## config.mk

```make
export PLATFORM = sky130hd
export DESIGN_NAME = srecord_encoder
export DESIGN_NICKNAME = d
export VERILOG_FILES = /design/src/design/srec_pkg.sv /design/src/design/srecord_encoder.sv /design/src/design/srec_ram.sv /design/src/design/srec_emit.sv
export VERILOG_INCLUDE_DIRS = /design/src /design/src/design
export SDC_FILE = /design/constraint.sdc
export NUM_CORES = 1
export LEC_CHECK = 0
export BUFFER_PORTS_ARGS = -buffer_cell sky130_fd_sc_hd__buf_2
export CAP_MARGIN = 5
export CORE_MARGIN = 10
export CORE_UTILIZATION = 60
export DETAILED_ROUTE_END_ITERATION = 7
export PLACE_DENSITY = 0.78
export SYNTH_ARGS = -nofsm -noshare
export SYNTH_HDL_FRONTEND = slang
export SYNTH_HIERARCHICAL = 1
export SYNTH_SLANG_ARGS = --single-unit
```

## constraint.sdc

```tcl
create_clock -name clk_i -period 6.25 [get_ports clk_i]
set_clock_uncertainty 0.05 [all_clocks]
set_input_delay 1.25 -clock clk_i [delete_from_list [all_inputs] [get_ports clk_i]]
set_output_delay 1.25 -clock clk_i [all_outputs]
set_load 0.02 [all_outputs]
```

## src/design/srecord_encoder_defines.svh

```systemverilog
// Assertion helpers shared by the encoder modules.
// Each macro expects clk_i and rst_ni in the scope where it is used.
`ifndef SRECORD_ENCODER_DEFINES_SVH
`define SRECORD_ENCODER_DEFINES_SVH

// Clocked property, off during reset.
`define SREC_ASSERT(lbl, prop, msg) \
  lbl: assert property (@(posedge clk_i) disable iff (!rst_ni) (prop)) else $error(msg);

// Condition that must never hold.
`define SREC_ASSERT_NEVER(lbl, cond, msg) \
  `SREC_ASSERT(lbl, !(cond), msg)

`endif

```

## src/design/srec_pkg.sv

```systemverilog
package srec_pkg;

  localparam int unsigned MaxRecordBytes = 16;
  localparam int unsigned FillW          = 5;
  localparam int unsigned AddrW          = 32;

  localparam logic [7:0] CH_S  = 8'h53;
  localparam logic [7:0] CH_0  = 8'h30;
  localparam logic [7:0] CH_A  = 8'h41;
  localparam logic [7:0] CH_CR = 8'h0D;

  // Configuration register indexes
  localparam logic [1:0] CFG_LOAD_ADDR = 2'd0;
  localparam logic [1:0] CFG_REC_TYPE  = 2'd1;

  // Input actions
  localparam logic [1:0] ACT_PUSH        = 2'd0;
  localparam logic [1:0] ACT_PUSH_FINISH = 2'd1;
  localparam logic [1:0] ACT_FINISH      = 2'd2;

  localparam logic [3:0] END_DIGIT_BASE = 4'd10;

  typedef struct packed {
    logic             start;
    logic             last;      // record closes the run of its input
    logic             end_rec;   // end record of the stream
    logic [3:0]       digit;
    logic [2:0]       abytes;
    logic [FillW-1:0] nbytes;
    logic [AddrW-1:0] addr;
  } srec_cmd_t;

  typedef struct packed {
    logic busy;
    logic rec_done;
  } srec_stat_t;

  function automatic logic [7:0] hex_char(input logic [3:0] nib);
    logic [7:0] res;
    if (nib < 4'd10) begin
      res = CH_0 + {4'b0, nib};
    end else begin
      res = CH_A + {4'b0, nib - 4'd10};
    end
    return res;
  endfunction

endpackage

```

## src/design/srecord_encoder.sv

```systemverilog
// S-record encoder.
// Input channel (in_valid_i / in_stall_o): one action per transfer: push a
// byte, push a byte and finish, or finish only. A push that leaves the buffer
// short of RECORD_BYTES produces no characters; the byte is only buffered.
// A full buffer, or a finish with bytes pending, produces one data record:
// 'S', type, count, address, data and checksum in hex, then CR. A finish then
// produces the S9/S8/S7 end record and reloads the load address.
// Output channel (out_valid_o / out_stall_i): one ASCII character per
// transfer; last_of_run_o marks the final character of an input, and
// stream_done_o the CR of the end record.
// A record of n data bytes and a address bytes is 2n + 2a + 7 characters,
// put out by the single sequencer at one character per cycle while the
// receiver does not stall; data bytes come from the buffer memory read port.
// in_stall_o stays high while records are emitted.
// A stalled receiver holds the output register and freezes the sequencer.
// Reset empties the buffer, sets record type 1 and address zero. The user writes
// the configuration port only while the block is idle; the block does not enforce it.
module srecord_encoder import srec_pkg::*; #(
  parameter int unsigned RECORD_BYTES = MaxRecordBytes
) (
  input  logic        clk_i,
  input  logic        rst_ni,
  input  logic        in_valid_i,
  output logic        in_stall_o,
  input  logic [1:0]  action_i,
  input  logic [7:0]  data_byte_i,
  output logic        out_valid_o,
  input  logic        out_stall_i,
  output logic [7:0]  ascii_char_o,
  output logic        last_of_run_o,
  output logic        stream_done_o,
  input  logic        cfg_we_i,
  input  logic [1:0]  cfg_idx_i,
  input  logic [31:0] cfg_data_i
);

  localparam int unsigned AW = (RECORD_BYTES > 1) ? $clog2(RECORD_BYTES) : 1;

  typedef enum logic {ST_IDLE, ST_RUN} state_e;

  state_e           state_q;
  logic             end_pend_q;
  logic [FillW-1:0] fill_q;
  logic [AddrW-1:0] load_addr_q;
  logic [AddrW-1:0] next_addr_q;
  logic [1:0]       rec_type_q;

  srec_cmd_t  cmd;
  srec_stat_t stat;
  logic          rd_en;
  logic [AW-1:0] rd_addr;
  logic [7:0]    rd_data;

  logic             accept;
  logic             push;
  logic             fin;
  logic [FillW-1:0] fill_new;
  logic             data_rec;
  logic             launch_end;

  assign accept   = in_valid_i && !in_stall_o;
  assign push     = (action_i == ACT_PUSH) || (action_i == ACT_PUSH_FINISH);
  assign fin      = (action_i != ACT_PUSH);
  assign fill_new = push ? fill_q + FillW'(1) : fill_q;
  assign data_rec = accept && ((push && fill_new == FillW'(RECORD_BYTES))
                               || (fin && fill_new != '0));
  // End record goes straight out when nothing is buffered, else after the data record
  assign launch_end = (accept && fin && !data_rec)
                      || (state_q == ST_RUN && stat.rec_done && end_pend_q);

  assign in_stall_o = (state_q != ST_IDLE);

  always_comb begin
    cmd.start   = data_rec || launch_end;
    cmd.abytes  = {1'b0, rec_type_q} + 3'd1;
    cmd.addr    = next_addr_q;
    cmd.nbytes  = fill_new;
    if (data_rec) begin
      cmd.end_rec = 1'b0;
      cmd.last    = !fin;
      cmd.digit   = {2'b0, rec_type_q};
    end else begin
      cmd.end_rec = 1'b1;
      cmd.last    = 1'b1;
      cmd.nbytes  = '0;
      cmd.digit   = END_DIGIT_BASE - {2'b0, rec_type_q};
    end
  end

  always_ff @(posedge clk_i or negedge rst_ni) begin
    if (!rst_ni) begin
      state_q     <= ST_IDLE;
      end_pend_q  <= 1'b0;
      fill_q      <= '0;
      load_addr_q <= '0;
      next_addr_q <= '0;
      rec_type_q  <= 2'd1;
    end else begin
      if (cfg_we_i) begin
        case (cfg_idx_i)
          CFG_LOAD_ADDR: begin
            load_addr_q <= cfg_data_i;
            next_addr_q <= cfg_data_i;
          end
          CFG_REC_TYPE: begin
            if (cfg_data_i[1:0] != 2'd0) begin
              rec_type_q <= cfg_data_i[1:0];
            end
          end
          default: ;
        endcase
      end

      if (accept) begin
        fill_q <= (data_rec || fin) ? '0 : fill_new;
        if (data_rec || fin) begin
          state_q    <= ST_RUN;
          end_pend_q <= data_rec && fin;
        end
      end else if (state_q == ST_RUN && stat.rec_done) begin
        end_pend_q <= 1'b0;
        if (!end_pend_q) begin
          state_q <= ST_IDLE;
        end
      end

      if (data_rec) begin
        next_addr_q <= next_addr_q + AddrW'(fill_new);
      end else if (launch_end) begin
        next_addr_q <= load_addr_q;
      end
    end
  end

  srec_ram #(
    .WIDTH(8),
    .DEPTH(RECORD_BYTES)
  ) u_buf (
    .clk_i   (clk_i),
    .we_i    (accept && push),
    .waddr_i (fill_q[AW-1:0]),
    .wdata_i (data_byte_i),
    .re_i    (rd_en),
    .raddr_i (rd_addr),
    .rdata_o (rd_data)
  );

  srec_emit #(
    .RECORD_BYTES(RECORD_BYTES)
  ) u_emit (
    .clk_i         (clk_i),
    .rst_ni        (rst_ni),
    .cmd_i         (cmd),
    .stat_o        (stat),
    .rd_en_o       (rd_en),
    .rd_addr_o     (rd_addr),
    .rd_data_i     (rd_data),
    .out_valid_o   (out_valid_o),
    .out_stall_i   (out_stall_i),
    .ascii_char_o  (ascii_char_o),
    .last_of_run_o (last_of_run_o),
    .stream_done_o (stream_done_o)
  );

  `include "srecord_encoder_defines.svh"

  `SREC_ASSERT_NEVER(a_idle_quiet, !in_stall_o && stat.busy, "ready while records pending")
  `SREC_ASSERT_NEVER(a_fill_range, fill_q >= FillW'(RECORD_BYTES), "buffer count overflow")
  `SREC_ASSERT(a_pend_run, end_pend_q |-> (state_q == ST_RUN), "end record pending when idle")

endmodule

```

## src/design/srec_ram.sv

```systemverilog
module srec_ram #(
  parameter int unsigned WIDTH = 8,
  parameter int unsigned DEPTH = 16,
  localparam int unsigned AW = (DEPTH > 1) ? $clog2(DEPTH) : 1
) (
  input  logic             clk_i,
  input  logic             we_i,
  input  logic [AW-1:0]    waddr_i,
  input  logic [WIDTH-1:0] wdata_i,
  input  logic             re_i,
  input  logic [AW-1:0]    raddr_i,
  output logic [WIDTH-1:0] rdata_o
);

  logic [WIDTH-1:0] mem_q [DEPTH];
  logic [WIDTH-1:0] rdata_q;

  always_ff @(posedge clk_i) begin
    if (we_i) begin
      mem_q[waddr_i] <= wdata_i;
    end
    if (re_i) begin
      rdata_q <= mem_q[raddr_i];
    end
  end

  assign rdata_o = rdata_q;

endmodule

```

## src/design/srec_emit.sv

```systemverilog
module srec_emit import srec_pkg::*; #(
  parameter int unsigned RECORD_BYTES = MaxRecordBytes,
  localparam int unsigned AW = (RECORD_BYTES > 1) ? $clog2(RECORD_BYTES) : 1
) (
  input  logic          clk_i,
  input  logic          rst_ni,
  input  srec_cmd_t     cmd_i,
  output srec_stat_t    stat_o,
  output logic          rd_en_o,
  output logic [AW-1:0] rd_addr_o,
  input  logic [7:0]    rd_data_i,
  output logic          out_valid_o,
  input  logic          out_stall_i,
  output logic [7:0]    ascii_char_o,
  output logic          last_of_run_o,
  output logic          stream_done_o
);

  typedef enum logic [3:0] {
    PH_S, PH_TYPE, PH_CNT_HI, PH_CNT_LO, PH_ADR_HI, PH_ADR_LO,
    PH_DAT_HI, PH_DAT_LO, PH_CK_HI, PH_CK_LO, PH_CR
  } phase_e;

  phase_e           phase_q;
  logic             busy_q;
  logic [4:0]       cnt_q;
  logic [FillW-1:0] nbytes_q;
  logic [2:0]       abytes_q;
  logic [AddrW-1:0] addr_q;
  logic [3:0]       digit_q;
  logic [7:0]       count_q;
  logic [7:0]       sum_q;
  logic             last_q;
  logic             end_q;
  logic             ov_q;
  logic [7:0]       och_q;
  logic             olast_q;
  logic             odone_q;

  logic       adv;
  logic [7:0] ch;
  logic [7:0] ck;
  logic       last_adr;
  logic       last_dat;
  logic [7:0] cmd_count;

  assign adv       = busy_q && (!ov_q || !out_stall_i);
  assign ck        = ~sum_q;
  assign last_adr  = (cnt_q == {2'b0, abytes_q - 3'd1});
  assign last_dat  = (cnt_q == 5'(nbytes_q - FillW'(1)));
  assign cmd_count = 8'(cmd_i.abytes) + 8'(cmd_i.nbytes) + 8'd1;

  always_comb begin
    case (phase_q)
      PH_S:      ch = CH_S;
      PH_TYPE:   ch = CH_0 + {4'b0, digit_q};
      PH_CNT_HI: ch = hex_char(count_q[7:4]);
      PH_CNT_LO: ch = hex_char(count_q[3:0]);
      PH_ADR_HI: ch = hex_char(addr_q[31:28]);
      PH_ADR_LO: ch = hex_char(addr_q[27:24]);
      PH_DAT_HI: ch = hex_char(rd_data_i[7:4]);
      PH_DAT_LO: ch = hex_char(rd_data_i[3:0]);
      PH_CK_HI:  ch = hex_char(ck[7:4]);
      PH_CK_LO:  ch = hex_char(ck[3:0]);
      PH_CR:     ch = CH_CR;
      default:   ch = CH_CR;
    endcase
  end

  // Prefetch the first data byte with the leading S, the next one with each data low nibble but the last
  assign rd_en_o   = adv && ((phase_q == PH_S) || (phase_q == PH_DAT_LO && !last_dat));
  assign rd_addr_o = (phase_q == PH_S) ? '0 : AW'(cnt_q + 5'd1);

  always_ff @(posedge clk_i or negedge rst_ni) begin
    if (!rst_ni) begin
      phase_q  <= PH_S;
      busy_q   <= 1'b0;
      cnt_q    <= '0;
      nbytes_q <= '0;
      abytes_q <= '0;
      addr_q   <= '0;
      digit_q  <= '0;
      count_q  <= '0;
      sum_q    <= '0;
      last_q   <= 1'b0;
      end_q    <= 1'b0;
      ov_q     <= 1'b0;
      och_q    <= '0;
      olast_q  <= 1'b0;
      odone_q  <= 1'b0;
    end else begin
      if (adv) begin
        ov_q    <= 1'b1;
        och_q   <= ch;
        olast_q <= (phase_q == PH_CR) && last_q;
        odone_q <= (phase_q == PH_CR) && end_q;
      end else if (!out_stall_i) begin
        ov_q <= 1'b0;
      end

      if (cmd_i.start) begin
        busy_q   <= 1'b1;
        phase_q  <= PH_S;
        cnt_q    <= '0;
        nbytes_q <= cmd_i.nbytes;
        abytes_q <= cmd_i.abytes;
        digit_q  <= cmd_i.digit;
        last_q   <= cmd_i.last;
        end_q    <= cmd_i.end_rec;
        count_q  <= cmd_count;
        sum_q    <= cmd_count;
        // Left-align the address so its top byte goes out first
        case (cmd_i.abytes)
          3'd2:    addr_q <= cmd_i.addr << 16;
          3'd3:    addr_q <= cmd_i.addr << 8;
          default: addr_q <= cmd_i.addr;
        endcase
      end else if (adv) begin
        case (phase_q)
          PH_S:      phase_q <= PH_TYPE;
          PH_TYPE:   phase_q <= PH_CNT_HI;
          PH_CNT_HI: phase_q <= PH_CNT_LO;
          PH_CNT_LO: phase_q <= PH_ADR_HI;
          PH_ADR_HI: phase_q <= PH_ADR_LO;
          PH_ADR_LO: begin
            sum_q  <= sum_q + addr_q[31:24];
            addr_q <= addr_q << 8;
            if (last_adr) begin
              cnt_q   <= '0;
              phase_q <= (nbytes_q != '0) ? PH_DAT_HI : PH_CK_HI;
            end else begin
              cnt_q   <= cnt_q + 5'd1;
              phase_q <= PH_ADR_HI;
            end
          end
          PH_DAT_HI: phase_q <= PH_DAT_LO;
          PH_DAT_LO: begin
            sum_q <= sum_q + rd_data_i;
            if (last_dat) begin
              phase_q <= PH_CK_HI;
            end else begin
              cnt_q   <= cnt_q + 5'd1;
              phase_q <= PH_DAT_HI;
            end
          end
          PH_CK_HI:  phase_q <= PH_CK_LO;
          PH_CK_LO:  phase_q <= PH_CR;
          PH_CR: begin
            busy_q  <= 1'b0;
            phase_q <= PH_S;
          end
          default:   phase_q <= PH_S;
        endcase
      end
    end
  end

  assign stat_o.busy     = busy_q;
  assign stat_o.rec_done = adv && (phase_q == PH_CR);

  assign out_valid_o   = ov_q;
  assign ascii_char_o  = och_q;
  assign last_of_run_o = olast_q;
  assign stream_done_o = odone_q;

  `include "srecord_encoder_defines.svh"

  `SREC_ASSERT(a_start_idle, cmd_i.start |-> (!busy_q || stat_o.rec_done), "start while busy")
  `SREC_ASSERT(a_cr_follows, stat_o.rec_done |=> (ov_q && och_q == CH_CR), "CR not loaded")
  `SREC_ASSERT_NEVER(a_rd_idle, rd_en_o && !busy_q, "buffer read while idle")
  `SREC_ASSERT(a_done_last, (ov_q && odone_q) |-> olast_q, "end CR not last of run")

endmodule

```

==> impl_metrics.csv, run 1 <==
group,metric,value,unit
run_status,status,"complete, no violations",
worst_setup_path,cp_data_arrival_time,4.63,ns
placed_design,hpwlAfterDp,26.26,mm
logic_synthesis,syn_inst,1369,
placed_design,place_ws,1.466,ns
power,intPower,4.164,mW
global_routing,grt_use_total,22.80,%
worst_setup_path,r2r-start,"fill_q[0]$_DFFE_PN0P_",
global_routing,grt_pass1_vias,10800,
logic_synthesis,yosysWarnings,6,
floorplan,std_cell_rows,58,
worst_setup_path,worstRegToRegCells,11,
worst_setup_path,start_kind,"input port",
placed_design,dp.cells,1697,
sta,final.period_utilization,69.03,%
power,p_clk_share,25.2,%
final_layout,fillers,1873,
clock_network,clk_path_buf_depth,3,
sta,setup-violations-final,0,
clock_network,hold_buffers,0,
power,p_per_area,384.4,mW/mm²
sta,final-hold-violation-count,0,
detailed_routing,wirelength,38.29,mm
global_routing,grt_max_degree,89,
final_layout,n_antenna_cell,0,
worst_setup_path,reg2reg_slack,1.98,ns
floorplan,io_pins,61,
sta,drv_slew,0,
sta,tns,0,ns
detailed_routing,initialDrtViolationCount,1102,
floorplan,core-area,0.02533,mm²
worst_setup_path,critical-path-max-stage-delay,0.74,ns
sta,max_slew.worst_pin.slew,1.146,ns
global_routing,grt_pass1_wl,61.09,mm
clock_network,cts_inserted_buffers,28,
worst_setup_path,path_class,"input port to register",
power,power_leakage,6.650,nW
worst_setup_path,reg2reg_to,"u_emit/phase_q[1]$_DFFE_PN0P_",
global_routing,antenna_found_initial,0,
sta,max_freq,231.8,MHz
sta,rsz0062_at_grt,"false",
detailed_routing,dr_total_vias,11320,
placed_design,port_buffers,59,
logic_synthesis,syn_avg_cell_area,11.32,µm²
clock_network,cts_setup_buffers,0,
global_routing,grt_overflow,0,
detailed_routing,drcViolationCount,0,
min_path,min_path_type,"register to register",
detailed_routing,post_drt_wl_per_cell,21.90,µm
worst_setup_path,path_cells,"buf_2, nand2_1, nand2_1, nor4_1, buf_4, nand3_1, buf_4, and2_1, nand2_4, buf_4, o22ai_1, a222oi_1, a221oi_1",
detailed_routing,vias_per_cell,6.474,
placed_design,routabilityCongestion,0.9433,
sta,fin_ws,1.936,ns
clock_network,cts_sinks,289,
min_path,worstHoldPathCells,2,
logic_synthesis,synth_area,0.01549,mm²
worst_setup_path,cp_data_required_time,6.56,ns
sta,min_period,4.314,ns
final_layout,area_growth,8.875,%
min_path,hp-start,"u_emit/ascii_char_o[1]$_DFFE_PN0P_",
sta,max-slew-margin-rel,23.62,%
run,maxCapViolations,0,
placed_design,placed_cell_area,0.01598,mm²
detailed_routing,first_pass_iters,6,
logic_synthesis,synth_nets,1462,
clock_network,cts_resized,0,
worst_setup_path,crit_path_end_kind,"register",
final_layout,fin_area,0.01687,mm²
worst_setup_path,crit_top_cell,"buf_4",
clock_network,cts_root_buffer,"clkbuf_16",
power,p_comb_share,33.9,%
detailed_routing,postRouteAntennaNets,0,
power,seq_power_share,40.9,%
final_layout,layout.nets,1490,
power,vdd_ir_drop_max,0.2999,mV
clock_network,cts.clk_slew.worst_paths,0.06,ns
clock_network,clk_latency,0.58,ns
power,power.net_switching,2.320,mW
worst_setup_path,crit_slowest_cell,"buf_4",
floorplan,start_util,61.17,%
min_path,hold_path_end,"u_emit/ascii_char_o[1]$_DFFE_PN0P_",
power,finalPower,6.484,mW
final_layout,drive_gt1_share,14.60,%
floorplan,die_x,180.7,µm
clock_network,h-tree-depth,1,
power,netSwitchingFraction,35.78,%
worst_setup_path,worstPathMaxFanout,88,
floorplan,dieArea,0.03265,mm²
floorplan,die_h,180.7,µm
final_layout,final_cells,1748,
clock_network,cts_tree,"done",
placed cells by master (no fill, tap or decap), drive strengths merged, types with 12 or more instances in the layout:
cell and n:
a21oi 58, nor2 72, buf 77, xor2 25
a211oi 20, mux2i 44, dfrtp 152, edfxtp 136
nand2b 14, nand4 12, nand2 148, o21ai 112
inv 45, nor3 24, clkbuf 38, mux4 32
ha 41, a22oi 17, nand3 46, mux2 43
a2111oi 13, xnor2 27, and3 32
worst max-delay path: cells and delay by family:
family | cells | cell delay (ns)
simple gates | 6 | 1.47
buf+inv | 4 | 1.30
compound gates | 3 | 0.57
per-stage QoR:
stage / util, % / hold WS (ns)
floorplan: - / 0.3992
global placement: 63.10 / 0.4104
detailed placement: 63.10 / 0.4191
CTS: 66.60 / 0.4335
global route: 66.60 / 0.4469
finish: 66.60 / 0.4264
state kept, by name, summed over array words and instances (netlist names), 2 cells and up:
name	count
fill_q	5
u_emit/count_q	6
u_emit/cnt_q	5
rec_type_q	2
u_emit/sum_q	8
u_buf/rdata_o	8
u_emit/digit_q	4
u_emit/nbytes_q	5
load_addr_q	32
u_emit/addr_q	32
next_addr_q	32
u_buf/mem_q	128
u_emit/ascii_char_o	7
u_emit/phase_q	4
u_emit/abytes_q	3
final cells by class:
type	count	area (µm²)	share of cell area [%]
inverter	45	168.9	1.001
clock inverter	13	118.9	0.7046
sequential	289	7914	46.91
tap	330	412.9	2.448
multi-input combinational	956	7049	41.79
timing repair buffer	77	436.7	2.589
clock buffer	38	768.2	4.554
power by group through the flow:
stage | clock [mW] | combinational (mW) | sequential (mW)
finish | 1.64 | 2.20 | 2.65
global route | 1.73 | 2.43 | 2.69
CTS | 1.66 | 2.19 | 2.64
detailed placement | 0 | 2.16 | 2.68
global placement | 0 | 2.11 | 2.66
floorplan | 0 | 1.71 | 2.54
metal layers:
metal | vias up | GRT usage (%) | part of all wire (%)
met5 | - | 0 | 0
met4 | 0 | 6.562 | 2.7
met3 | 70 | 4.196 | 8.3
met2 | 507 | 34.45 | 45
met1 | 5565 | 32.90 | 44
li1 | 5174 | - | -
how the worst max path moves through the flow:
stage / end / startpoint / depth (start not counted)
4_1_cts: u_emit/phase_q[1]$_DFFE_PN0P_ / out_stall_i / 13
6_report: u_emit/phase_q[1]$_DFFE_PN0P_ / out_stall_i / 13
3_3_place_gp: u_emit/addr_q[30]$_DFFE_PN0P_ / action_i[1] / 11
5_1_grt: u_emit/phase_q[1]$_DFFE_PN0P_ / out_stall_i / 13
2_1_floorplan: u_emit/addr_q[26]$_DFFE_PN0P_ / action_i[1] / 15
3_5_place_dp: u_emit/addr_q[29]$_DFFE_PN0P_ / action_i[1] / 11
No activity file was read; power rests on OpenSTA's default activity.
==> run 2: changes to the inputs <==
--- a/config.mk
+++ b/config.mk
@@ -9,9 +9,9 @@
 export BUFFER_PORTS_ARGS = -buffer_cell sky130_fd_sc_hd__buf_2
 export CAP_MARGIN = 5
 export CORE_MARGIN = 10
-export CORE_UTILIZATION = 60
+export CORE_UTILIZATION = 56
 export DETAILED_ROUTE_END_ITERATION = 7
-export PLACE_DENSITY = 0.78
+export PLACE_DENSITY = 0.76
 export SYNTH_ARGS = -nofsm -noshare
 export SYNTH_HDL_FRONTEND = slang
 export SYNTH_HIERARCHICAL = 1
==> constraint.sdc (replaced) <==
create_clock -name clk_i -period 3.9 [get_ports clk_i]
set_clock_uncertainty 0.05 [all_clocks]
set_input_delay 0.78 -clock clk_i [delete_from_list [all_inputs] [get_ports clk_i]]
set_output_delay 0.78 -clock clk_i [all_outputs]
set_load 0.02 [all_outputs]
==> run 2 against run 1 <==
Utilization down 2.8 points. Worst hold slack worse by 0.23 ns. Sequential share of layout area down 1.2 points. Design area up 2.5%. Register-to-register slack worse by 1.6 ns. Clock-buffer cell count unchanged. Non-clock buffer count up 21. Wire length down 0.33%. Critical path depth down 2. Die area up 6.3%. Final cell count up 3.9%. Critical path type is now register to register. Critical endpoint is now next_addr_q[21]$_DFFE_PN0P_. Largest power group unchanged. Highest routed layer unchanged.
==> impl_metrics.csv, run 2 (synthesis results as in run 1) <==
group,metric,value,unit
final_layout,largest_reg_flops,128,
floorplan,start_util,57.17,%
sta,max_freq,286.0,MHz
placed_design,hpwlAfterDp,26.43,mm
worst_setup_path,crit_slowest_cell,"dfrtp_1",
worst_setup_path,cp_data_required_time,4.33,ns
clock_network,cts_setup_buffers,0,
floorplan,dieArea,0.03472,mm²
detailed_routing,post_drt_wl_per_cell,21.01,µm
sta,min_period,3.496,ns
worst_setup_path,endpoint,"next_addr_q[21]$_DFFE_PN0P_",
power,vdd_ir_drop_max,0.4390,mV
worst_setup_path,reg2reg_slack,0.40,ns
placed_design,routabilityCongestion,0.9503,
clock_network,cts_resized,0,
clock_network,clk_path_buf_depth,3,
power,power_leakage,6.855,nW
final_layout,area_growth,11.62,%
worst_setup_path,cp_data_arrival_time,3.93,ns
worst_setup_path,critical-path-max-stage-delay,0.54,ns
final_layout,layout.nets,1513,
floorplan,die_x,186.3,µm
floorplan,std_cell_rows,60,
global_routing,grt_use_total,21.30,%
clock_network,cts.clk_slew.worst_paths,0.06,ns
worst_setup_path,path_cells,"ha_1, nand4b_1, xor2_1, inv_1, ha_1, a21oi_1, nand2_1, o21ai_1, nor3_1, and3_1, a211oi_1",
global_routing,antenna_found_initial,0,
worst_setup_path,start_kind,"register",
final_layout,n_antenna_cell,0,
clock_network,cts_tree,"done",
global_routing,grt_pass1_vias,10980,
placed_design,dp.cells,1760,
min_path,min_path_type,"input port to async pin",
sta,final-hold-violation-count,0,
sta,setup-violations-final,0,
sta,rsz0062_at_grt,"false",
final_layout,multi_input_area,0.007049,mm²
clock_network,cts_root_buffer,"clkbuf_16",
final_layout,register_area,0.007914,mm²
clock_network,clk_latency,0.59,ns
sta,drv_slew,0,
floorplan,io_pins,61,
worst_setup_path,reg2reg_to,"next_addr_q[21]$_DFFE_PN0P_",
floorplan,die_h,186.3,µm
clock_network,cts_sinks,289,
worst_setup_path,worstPathMaxFanout,12,
worst_setup_path,crit_path_end_kind,"register",
detailed_routing,initialDrtViolationCount,1376,
global_routing,grt_overflow,0,
final_layout,final_cells,1816,
worst_setup_path,crit_top_cell,"ha_1",
worst_setup_path,cp-startpoint,"fill_q[1]$_DFFE_PN0P_",
clock_network,cts_inserted_buffers,30,
run_status,status,"complete, no violations",
clock_network,hold_buffers,0,
detailed_routing,dr_total_vias,11280,
global_routing,grt_use_met3,4.227,%
sta,tns,0,ns
floorplan,core-area,0.02710,mm²
detailed_routing,wirelength,38.16,mm
detailed_routing,postRouteAntennaNets,0,
placed_design,port_buffers,59,
final_layout,drive_gt1_share,16.34,%
sta,max-slew-margin-rel,21.77,%
worst_setup_path,worstRegToRegCells,11,
global_routing,use_met2,31.91,%
final_layout,final_cell_mix,"dfrtp_1 (152), nand2_1 (147), edfxtp_1 (136), o21ai_0 (92), nor2_1 (70)",
detailed_routing,first_pass_iters,6,
global_routing,grt_max_degree,89,
global_routing,grt_pass1_wl,61.05,mm
global_routing,met1_usage,30.60,%
worst_setup_path,r2r-start,"fill_q[1]$_DFFE_PN0P_",
power,p_per_area,627.5,mW/mm²
sta,max_slew.worst_pin.slew,1.171,ns
run,maxCapViolations,0,
final_layout,mostFrequentLayoutCell,"dfrtp_1",
global_routing,busiest_layer,"met2",
final_layout,fillers,2066,
detailed_routing,vias_per_cell,6.209,
final_layout,regMostFlops,"u_buf/mem_q",
clock_network,h-tree-depth,1,
worst_setup_path,path_class,"register to register",
sta,final.period_utilization,89.65,%
detailed_routing,drcViolationCount,0,
## run 2: critical path: cells and delay by family (launching register included)
kind | cells | cell delay [ns]
AO/OA/AOI/OAI | 3 | 0.87
XOR/XNOR | 1 | 0.37
adder cells (fa/ha/maj) | 2 | 0.72
buffers and inverters | 1 | 0.17
flip-flops | 1 | 0.54
AND/OR/NAND/NOR | 4 | 0.66
## run 2: per-layer routing
| layer | part of all wire, % | routed length, µm |
|---|---|---|
| met2 | 45 | 17110 |
| met1 | 44 | 16930 |
| met3 | 8.2 | 3115 |
| met5 | 0 | 0 |
| met4 | 2.6 | 997 |
## run 2: worst min path at each step
stage / end / slack (ns) / cells after the start
after global routing: u_emit/ascii_char_o[3]$_DFFE_PN0P_ / 0.26 / 1
after CTS: u_emit/abytes_q[1]$_DFFE_PN0P_ / 0.21 / 1
after global placement: u_emit/ascii_char_o[4]$_DFFE_PN0P_ / 0.41 / 1
after detailed placement: u_emit/addr_q[17]$_DFFE_PN0P_ / 0.42 / 2
final: u_emit/ascii_char_o[3]$_DFFE_PN0P_ / 0.19 / 1
after floorplan: u_emit/addr_q[10]$_DFFE_PN0P_ / 0.40 / 2
## run 2: area by class of cell
class                   count  share of cell area (%)
clock inverters            18                   1.346
well taps                 372                   2.691
inverters                  45                  0.9767
repair buffers             98                   3.654
multi-input cells         956                   40.76
clock buffers              38                   4.811
flip-flops and latches    289                   45.76
## run 2: power by group
group / internal (mW) / total (mW) / switching (mW) / leakage (nW)
clock: 1.79 / 3.01 / 1.22 / 0.522
combinational: 1.60 / 3.62 / 2.02 / 3.23
sequential: 3.67 / 4.22 / 0.546 / 3.10
## run 2: metrics by stage
stage	hold slack, ns	cell area, µm²	power [mW]	util (%)	setup WS, ns
after detailed placement	0.4191	16230	7.829	59.88	0.3674
after global placement	0.4096	16230	7.732	59.88	0.4894
final	0.1931	17290	10.85	63.81	0.4038
after global routing	0.2596	17290	11.44	63.81	0.02754
after floorplan	0.3992	15490	6.822	-	0.1892
after CTS	0.2111	17290	10.85	63.81	0.3921
==> run 3: changes to the inputs <==
--- a/config.mk
+++ b/config.mk
@@ -12,6 +12,7 @@
 export CORE_UTILIZATION = 56
 export DETAILED_ROUTE_END_ITERATION = 7
 export PLACE_DENSITY = 0.76
+export REMOVE_ABC_BUFFERS = 1
 export SYNTH_ARGS = -nofsm -noshare
 export SYNTH_HDL_FRONTEND = slang
 export SYNTH_HIERARCHICAL = 1
==> run 3 against run 2 <==
Flip-flop and latch count stayed put. Non-clock buffer count up 6. Design area about the same. Sequential power about the same. Clock power decreased by 3%. Sequential share of layout area barely moved. Critical endpoint is now next_addr_q[22]$_DFFE_PN0P_. Largest power group unchanged.
==> impl_metrics.csv, run 3 (synthesis results as in run 1) <==
group,metric,value,unit
run_status,status,"complete, no violations",
sta,max_freq,275.5,MHz
floorplan,die_h,186.3,µm
clock_network,hold_buffers,0,
clock_network,cts_inserted_buffers,31,
worst_setup_path,crit_slowest_cell,"dfrtp_1",
power,p_per_area,622.2,mW/mm²
sta,max_slew.worst_pin.slew,1.215,ns
final_layout,drive_gt1_share,16.79,%
worst_setup_path,critical-path-top-delay-family,"simple AND/OR/NAND/NOR gates",
detailed_routing,initialDrtViolationCount,1073,
final_layout,area_growth,11.71,%
worst_setup_path,start_kind,"register",
worst_setup_path,worstPathMaxFanout,12,
placed_design,place_ws,0.2525,ns
sta,final-hold-violation-count,0,
floorplan,io_pins,61,
final_layout,fin_util,63.86,%
worst_setup_path,path_cells,"ha_1, nand4b_1, xor2_2, inv_1, ha_1, o21ai_0, o21bai_1, buf_4, nand4_1, nor3_1, o21ai_0, a211oi_1",
placed_design,hpwlAfterDp,27.91,mm
global_routing,grt_overflow,0,
detailed_routing,dr_total_vias,11400,
sta,fin_ws,0.2699,ns
detailed_routing,postRouteAntennaNets,0,
worst_setup_path,cp_data_required_time,4.34,ns
final_layout,largest_reg_flops,128,
worst_setup_path,path_class,"register to register",
detailed_routing,drcViolationCount,0,
floorplan,dieArea,0.03472,mm²
min_path,min_path_type,"input port to async pin",
sta,max-slew-margin-rel,19.02,%
clock_network,cts_tree,"done",
final_layout,regMostFlops,"u_buf/mem_q",
clock_network,cts.clk_slew.worst_paths,0.06,ns
placed_design,port_buffers,59,
worst_setup_path,critical-path-max-stage-delay,0.54,ns
global_routing,antenna_found_initial,1,
detailed_routing,wirelength,39.90,mm
floorplan,core-area,0.02710,mm²
global_routing,grt_pass1_wl,62.83,mm
sta,setup-violations-final,0,
clock_network,clk_path_buf_depth,3,
floorplan,start_util,57.17,%
clock_network,clk_latency,0.57,ns
final_layout,n_antenna_cell,0,
power,vdd_ir_drop_max,0.4666,mV
final_layout,final_cell_mix,"dfrtp_1 (152), nand2_1 (147), edfxtp_1 (136), o21ai_0 (92), nor2_1 (70)",
global_routing,grt_pass1_vias,11100,
final_layout,layout.nets,1521,
global_routing,grt_use_total,22.06,%
clock_network,h-tree-depth,1,
detailed_routing,first_pass_iters,6,
clock_network,cts_sinks,289,
sta,rsz0062_at_grt,"false",
run,maxCapViolations,0,
placed_design,routabilityCongestion,0.9196,
sta,drv_slew,0,
sta,min_period,3.630,ns
final_layout,fillers,2111,
detailed_routing,vias_per_cell,6.248,
worst_setup_path,cp_data_arrival_time,4.07,ns
floorplan,die_x,186.3,µm
worst_setup_path,crit_path_end_kind,"register",
detailed_routing,post_drt_wl_per_cell,21.86,µm
final_layout,mostFrequentLayoutCell,"dfrtp_1",
worst_setup_path,worst-path-buf-inv,2,
sta,final.period_utilization,93.08,%
power,power_leakage,6.864,nW
global_routing,grt_max_degree,66,
clock_network,cts_root_buffer,"clkbuf_16",
floorplan,std_cell_rows,60,
run 3: cell types whose count changed in the layout (fill, tap and decap cells not counted), sizes merged:
cell	delta
clkinv	+3
clkbuf	-1
bufinv	-2
a21oi	+1
clkinvlp	+2
buf	+6
run 3: routing by layer:
metal	share of wire, %	track usage (%)	vias up
met3	8.0	4.153	73
met5	0.028	0	-
met4	2.1	5.597	2
met1	44	31.35	5593
met2	46	34.09	478
li1	-	-	5257
run 3: layout make-up:
| cell class | instances | area (µm²) | share of cell area (%) |
|---|---|---|---|
| Timing Repair Buffer | 104 | 664.4 | 3.839 |
| Multi-Input combinational cell | 957 | 7066 | 40.82 |
| Clock inverter | 21 | 190.2 | 1.099 |
| Sequential cell | 289 | 7914 | 45.72 |
| Tap cell | 372 | 465.4 | 2.689 |
| Clock buffer | 37 | 839.6 | 4.851 |
| Inverter | 45 | 168.9 | 0.9759 |
run 3: stage by stage:
| stage | instance area, µm² | total power, mW | hold WS, ns | std cells | setup TNS [ns] |
|---|---|---|---|---|---|
| final | 17310 | 10.77 | 0.1365 | 1825 | 0 |
| after floorplan | 15100 | 6.684 | 0.3992 | 1290 | -164.23 |
| after detailed placement | 16260 | 7.844 | 0.4193 | 1766 | 0 |
| after CTS | 17290 | 10.79 | 0.1651 | 1824 | 0 |
| after global routing | 17310 | 11.36 | 0.1905 | 1825 | 0 |
| after global placement | 16260 | 7.724 | 0.4107 | 1766 | 0 |
run 3: timing repair:
| item | 4_1_cts | 5_1_grt |
|---|---|---|
| buffers inserted | 0 | 0 |
| resized for setup | 0 | 1 |
| endpoints found under the setup margin | 0 | 17 |
run 3: worst paths after layout:
path	endpoint	depth (start not counted)	slack, ns	startpoint
min in group clk_i	load_addr_q[3]$_DFFE_PN0P_	2	0.40	cfg_data_i[3]
worst min register to register	u_emit/ascii_char_o[4]$_DFFE_PN0P_	1	0.43	u_emit/ascii_char_o[4]$_DFFE_PN0P_
max in group asynchronous	rec_type_q[0]$_DFFE_PN1P_	2	2.83	rst_ni
worst max-delay path	next_addr_q[22]$_DFFE_PN0P_	12	0.27	fill_q[1]$_DFFE_PN0P_
worst min-delay path	u_emit/ascii_char_o[3]$_DFFE_PN0P_	1	0.14	rst_ni
worst max register to register	next_addr_q[22]$_DFFE_PN0P_	12	0.27	fill_q[1]$_DFFE_PN0P_
run 3: report_power, final:
part           internal, mW  switching (mW)
Clock                  1.68            1.24
Sequential             3.67           0.567
Combinational          1.60            2.00
